File: config.mk
export PLATFORM = sky130hd
export DESIGN_NAME = pidfd_mul
export DESIGN_NICKNAME = d
export VERILOG_FILES = /design/src/hw/rtl/pidfd_pkg.sv /design/src/hw/rtl/pidfd_mul.sv
export SDC_FILE = /design/constraint.sdc
export NUM_CORES = 2
export LEC_CHECK = 0
export BUFFER_PORTS_ARGS = -buffer_cell sky130_fd_sc_hd__buf_2
export CORE_MARGIN = 2
export CORE_UTILIZATION = 65
export CTS_CLUSTER_DIAMETER = 80
export DETAILED_ROUTE_END_ITERATION = 8
export GPL_TIMING_DRIVEN = 0
export PLACE_DENSITY = 0.83
export SLEW_MARGIN = 10
export SYNTH_ARGS = -nofsm -noshare
export SYNTH_HDL_FRONTEND = slang
export SYNTH_SLANG_ARGS = --single-unit
File: constraint.sdc
create_clock -name clock -period 12.1 [get_ports clock]
set_clock_uncertainty 0.2 [all_clocks]
set_input_delay 3.025 -clock clock [delete_from_list [all_inputs] [get_ports clock]]
set_output_delay 3.025 -clock clock [all_outputs]
set_load 0.005 [all_outputs]
File: src/hw/rtl/pidfd_pkg.sv
// ----------------------------------------------------------------------------
// pidfd_pkg
// Types and constants shared by the filtered-derivative PID controller.
// ----------------------------------------------------------------------------
package pidfd_pkg;

   // operand and product widths of the shared multiplier
   localparam int OP_W   = 33;
   localparam int PROD_W = 2 * OP_W;

   // 1.0 in the alpha format
   localparam logic [16:0] ALPHA_ONE = 17'd65536;

   // signed word limits
   localparam logic signed [31:0] WORD_MAX = 32'sh7FFF_FFFF;
   localparam logic signed [31:0] WORD_MIN = 32'sh8000_0000;

   // register indexes
   typedef logic [2:0] csr_index_type;
   localparam csr_index_type CSR_PROP_GAIN     = 3'd0;
   localparam csr_index_type CSR_INTEGRAL_RATE = 3'd1;
   localparam csr_index_type CSR_DERIV_GAIN    = 3'd2;
   localparam csr_index_type CSR_FEEDFWD_GAIN  = 3'd3;
   localparam csr_index_type CSR_INTEG_LIMIT   = 3'd4;
   localparam csr_index_type CSR_ALPHA_ERROR   = 3'd5;
   localparam csr_index_type CSR_ALPHA_DERIV   = 3'd6;
   localparam csr_index_type CSR_INV_STEP      = 3'd7;

   typedef struct packed {
      logic signed [31:0] setpoint;
      logic signed [31:0] measured;
      logic               limit_low;
      logic               limit_high;
   } req_type;

   typedef struct packed {
      logic signed [31:0] drive;
      logic signed [31:0] p_term;
      logic signed [31:0] i_term;
      logic signed [31:0] d_term;
      logic signed [31:0] ff_term;
      logic signed [31:0] error_filtered;
   } rsp_type;

   // sequencer states: each multiply state is followed by its accumulate state
   typedef enum logic [3:0] {
      ST_IDLE,
      ST_ERR_MUL,
      ST_ERR_ACC,
      ST_RATE_MUL,
      ST_RATE_ACC,
      ST_DER_MUL,
      ST_DER_ACC,
      ST_INT_MUL,
      ST_INT_ACC,
      ST_P_MUL,
      ST_P_ACC,
      ST_D_MUL,
      ST_D_ACC,
      ST_F_MUL,
      ST_F_ACC,
      ST_DONE
   } state_type;

   // saturate a wide signed value to one signed word
   function automatic logic signed [31:0] sat_word(input logic signed [PROD_W-1:0] v);
      logic signed [31:0] r;
      if (v > PROD_W'(WORD_MAX)) begin
         r = WORD_MAX;
      end else if (v < PROD_W'(WORD_MIN)) begin
         r = WORD_MIN;
      end else begin
         r = v[31:0];
      end
      return r;
   endfunction

   // coefficients above one count as one
   function automatic logic [16:0] clamp_alpha(input logic [16:0] a);
      logic [16:0] r;
      r = (a > ALPHA_ONE) ? ALPHA_ONE : a;
      return r;
   endfunction

endpackage

File: src/hw/rtl/pidfd_mul.sv
// ----------------------------------------------------------------------------
// pidfd_mul
// Shared signed multiplier with a registered product.
// ----------------------------------------------------------------------------
module pidfd_mul (
   input  logic                                  clock,
   input  logic signed [pidfd_pkg::OP_W-1:0]     op_a,
   input  logic signed [pidfd_pkg::OP_W-1:0]     op_b,
   output logic signed [pidfd_pkg::PROD_W-1:0]   prod_ff
);

   logic signed [pidfd_pkg::PROD_W-1:0] prod_in;

   // full precision product
   assign prod_in = pidfd_pkg::PROD_W'(op_a) * pidfd_pkg::PROD_W'(op_b);

   always_ff @(posedge clock) begin
      prod_ff <= prod_in;
   end

endmodule

## Word level (Yosys, flattened, before mapping)

Cells that the tools add are included.

- Multipliers: 1

Operators with widths:

| cell | count |
|---|---|
| 33-bit by 33-bit multiplier with 66-bit output | 1 |

- Bits of input ports: 67
- Word-level logic and storage cells: 2
- Output and inout port bits: 66
- Register bits after elaboration: 66

## Longest topological paths before layout

- Depth in word-level cells: 1
- Mapped depth: 29
- Depth with buffers taken out: 27

## Worst setup path before layout

OpenSTA, ideal clock, no wires.

- Path kind: input -> register
- From: in op_a[32] (netlist name)
- To: reg prod_ff[65] (netlist name)
- Setup slack: 1.654 ns
- Cell stages on the path: 22
- Data required time: 11.828 ns
- Library setup time: 0.072 ns
- Path buffers: 2
- Data arrival time: 10.174 ns
- Cells stage by stage: clkbuf_1 nand2_1 inv_1 fa_1 fa_1 fa_1 fa_1 fa_1 fa_1 fa_1 inv_1 fa_1 inv_1 ha_1 clkbuf_1 a21o_1 a21o_1 a221o_1 a31oi_2 o211ai_1 o41ai_2 xnor2_1

- Cells in the longest elaborated chain, start to end: 1

RTL lines:

| element | RTL line | text |
|---|---|---|
| start, declared | pidfd_mul.sv:7 | `input logic signed [pidfd_pkg::OP_W-1:0] op_a,` |
| 33-bit by 33-bit multiplier with 66-bit output | pidfd_mul.sv:15 | `assign prod_in = pidfd_pkg::PROD_W'(op_a) * pidfd_pkg::PROD_W'(op_b);` |
| net prod_in, one bit | pidfd_mul.sv:12 | `logic signed [pidfd_pkg::PROD_W-1:0] prod_in;` |
| end signal, assigned | pidfd_mul.sv:18 | `prod_ff <= prod_in;` |
| end, declared | pidfd_mul.sv:9 | `output logic signed [pidfd_pkg::PROD_W-1:0] prod_ff` |

The timed path passes the listed nets, and every way through them passes these cells.

## Final worst setup path

- From: in op_b[11] (netlist name)
- To: reg prod_ff[62] (netlist name)

- Cells in the longest elaborated chain, start to end: 1

RTL lines:

| element | RTL line | text |
|---|---|---|
| start, declared | pidfd_mul.sv:8 | `input logic signed [pidfd_pkg::OP_W-1:0] op_b,` |
| 33-bit by 33-bit multiplier with 66-bit output | pidfd_mul.sv:15 |  |
| net prod_in, one bit | pidfd_mul.sv:12 |  |

The timed path passes the listed nets, and every way through them passes these cells.

==> run summary <==
The run finished with clean final reports. The most used flip-flop cell after synthesis was sky130_fd_sc_hd__dfxtp_1. The utilization after layout is 68.9%. The wire-length estimate of the detail-placed layout is 119 mm. The hold buffer count at cts was 0; the sequential fraction of the synthesis area was 3.27%. Along the worst hold path, the cell count comes to 2.

The via count of the first global-routing pass was 33.3k. Critical path launch point type: a primary input. The number of nets with antenna violations after routing is 0, and the clock sink count is 66.

TritonCTS built the clock tree. The logs give 4302 for the post-synthesis cell count and 24.1% for the headroom to the max-slew limit. The die outline width works out to 253 um.

Counting tap cells, the placed design contains a total of 5271 instances. The tree is rooted in a sky130_fd_sc_hd__clkbuf_16. The net count of the finished layout is 5874.

After synthesis the netlist holds a flip-flop and latch count of 66. In the final layout, the share of cells above drive strength 1 is 3.89%. The tools report the hold path endpoint as prod_ff[0]. The number of gates resized after CTS was 0.

The library cell used most frequently in the layout, excluding fill and tap cells, is sky130_fd_sc_hd__fa_1. The run gives 85.3 MHz as the upper clock frequency limit. The die footprint was 0.0641 mm2; the fraction of the cycle the final worst path needs was 96.9%. In the post-synthesis netlist, the biggest area contributors are sky130_fd_sc_hd__fa_1 (57%), sky130_fd_sc_hd__inv_1 (11%), sky130_fd_sc_hd__and2_1 (8.7%). The via density per instance works out to 5.86. The tools report the total of max-cap violations as 0. The area growth from synthesis to layout is 5.09%, and the placer's final routability congestion estimate is 1.09. For this block, the initial DRC count from the detailed router was 3102. The initial antenna violation count is 14, and the number of failing setup endpoints in the final timing report is 0. Count of final max-slew check failures: 0. The largest fanout on the critical path works out to 10. Synthesis produced a netlist with a net count of 5731. The remaining design rule violation count is 0.

CTS built an H-tree with a depth of 3. For this configuration, the core starts out at a cell density of 65.5%. The average wire per standard cell came out at 25.8 um. The number of setup buffers added after CTS is 0.

The library cells used most frequently in the layout, excluding fill and tap cells, are sky130_fd_sc_hd__fa_1 (1144), sky130_fd_sc_hd__inv_1 (1133), sky130_fd_sc_hd__and2_1 (562). The clock passes through at most 2 buffers. The logs give 137 mm for the total wire length after detailed routing and 0 for the final number of hold-violating endpoints. The final route contains 31.0k vias. STA classifies the critical path endpoint as a flop. After clock tree synthesis, the clock-pin slew on the worst setup and hold paths is 0.07 ns. STA puts the critical path data required time at 12.17 ns. Ranked by flip-flop count, first place goes to prod_ff. The critical path in this run is classified as in -> reg.

Entering global routing, the biggest net connects 27 pins. In this run the cell area of the synthesized design comes to 0.0404 mm2. The mean post-synth cell area was 9.38 um2; the row count was 91. First-pass iteration count of the detailed router: 6.

The vertical extent of the die works out to 253 um. The Yosys warning count was 0; the flip-flop count of the largest register, all copies and words added was 66. The leftover overflow at the end of global routing was 0; the measured slew at the worst slew-check pin was 1.14 ns. The total area inside the core boundary comes to 0.0616 mm2. The tools report the final sum of negative setup slack as 0 ns. The number of buffers inserted during clock tree synthesis is 9. For the worst setup path, the data arrival time is 11.79 ns. The count of flip-flops with a built-in enable after synthesis works out to 0. The startpoint identified for the worst hold timing path is op_a[0]. The run gives 45.5% as the global-route usage over all layers. The first global-routing pass estimated 207 mm of wire. Top cell type's share of synthesized area: 56.8%.

The minimum clock period after layout works out to 11.72 ns. Cell taking the most area after synthesis: sky130_fd_sc_hd__fa_1. Excluding fillers, the count of instances in the completed layout stands at 5294. Input and output buffers added on the ports amount to 132. I/O pin total: 133.

In the final layout, the registers with the most flip-flops are prod_ff: 66 flops. For this run, asynchronously set or reset flops after synthesis account for 0%. The tightest min-delay check is of the in -> reg type.

For the number of distinct library cells after synthesis, the log shows 61. Setup repair after global routing left no endpoint under its margin.
## metal layers
metal  track usage [%]  share of wire, %
met1              56.7                33
met2              66.1                43
met3              16.3                15
met4              32.8               9.3
met5                 0             0.044
## cell usage after synthesis (all sizes together), types with 2 or more instances
| master | n |
|---|---|
| a2111oi | 3 |
| a211oi | 9 |
| a21boi | 2 |
| a21o | 28 |
| a21oi | 73 |
| a221o | 3 |
| a311o | 2 |
| a311oi | 2 |
| a31oi | 10 |
| and2 | 563 |
| and3 | 7 |
| and4 | 7 |
| clkbuf | 220 |
| dfxtp | 66 |
| fa | 1145 |
| ha | 217 |
| inv | 1133 |
| nand2 | 543 |
| nand2b | 9 |
| nand3 | 18 |
| nand3b | 2 |
| nand4 | 9 |
| nor2 | 47 |
| nor2b | 3 |
| nor3 | 8 |
| nor4 | 5 |
| o211ai | 7 |
| o21a | 7 |
| o21ai | 43 |
| o21ba | 3 |
| o21bai | 8 |
| o221ai | 2 |
| o22ai | 3 |
| o311a | 2 |
| o31ai | 2 |
| o41ai | 2 |
| or2 | 5 |
| xnor2 | 55 |
| xor2 | 20 |
## critical path: stages
cell and delay, ns:
sky130_fd_sc_hd__buf_2 0.25, sky130_fd_sc_hd__clkbuf_1 0.72, sky130_fd_sc_hd__nand2_1 0.14, sky130_fd_sc_hd__fa_1 0.51
sky130_fd_sc_hd__fa_1 0.60, sky130_fd_sc_hd__fa_1 0.61, sky130_fd_sc_hd__inv_1 0.07, sky130_fd_sc_hd__fa_1 0.50
sky130_fd_sc_hd__inv_1 0.06, sky130_fd_sc_hd__fa_1 0.53, sky130_fd_sc_hd__inv_1 0.08, sky130_fd_sc_hd__fa_1 0.52
sky130_fd_sc_hd__fa_1 0.52, sky130_fd_sc_hd__inv_1 0.06, sky130_fd_sc_hd__fa_1 0.49, sky130_fd_sc_hd__inv_1 0.05
sky130_fd_sc_hd__ha_1 0.36, sky130_fd_sc_hd__a21o_1 0.23, sky130_fd_sc_hd__o21bai_1 0.17, sky130_fd_sc_hd__a21o_1 0.17
sky130_fd_sc_hd__a221o_1 0.30, sky130_fd_sc_hd__a21oi_1 0.72, sky130_fd_sc_hd__a211oi_2 0.18, sky130_fd_sc_hd__nor3_2 0.51
sky130_fd_sc_hd__o211ai_1 0.23, sky130_fd_sc_hd__xor2_1 0.19
## how the worst max path moves through the flow
stage,from,to,slack [ns],cells past startpoint
floorplan,op_a[32],prod_ff[65],1.65,22
global placement,op_a[32],prod_ff[59],-0.20,23
detailed placement,op_a[32],prod_ff[59],-0.27,23
CTS,op_a[32],prod_ff[59],0.1,23
global route,op_a[32],prod_ff[65],0.03,25
finish,op_b[11],prod_ff[62],0.38,26
## metrics by stage
step	setup slack (ns)	hold slack (ns)	cell area, um2
2_1_floorplan	1.65	2.95	40400
3_3_place_gp	-0.200	3.20	42100
3_5_place_dp	-0.269	3.20	42100
4_1_cts	0.0983	2.91	42400
5_1_grt	0.0324	2.91	42400
6_report	0.377	2.94	42400
## kinds of logic (layout without fill, tap and decap cells)
| kind of cell | after synthesis | in the layout | synth area share [%] |
|---|---|---|---|
| DFF | 66 | 66 | 3.27 |
| xor gates and xnor gates | 75 | 75 | 1.63 |
| and+or+nand+nor | 1228 | 1228 | 15.4 |
| AOI/OAI and AO/OA | 217 | 217 | 3.60 |
| other | 0 | 7 | 0 |
| buffers and inverters | 1354 | 1502 | 12.6 |
| adders and majority gates | 1362 | 1362 | 63.5 |
## layout make-up
class                   instances  area [um2]
inverters                    1133        4250
fillers                      4849       19200
clock buffers                   9         225
multi-input cells            2882       34000
diodes                          7        17.5
clock inverters                 7         100
repair buffers                132         661
flip-flops and latches         66        1320
well taps                     837        1050
plain buffers                 221         837
Power is left out: the tool's default activity adds up to more than one toggle a clock period on the data nets, which glitch-free logic cannot reach.
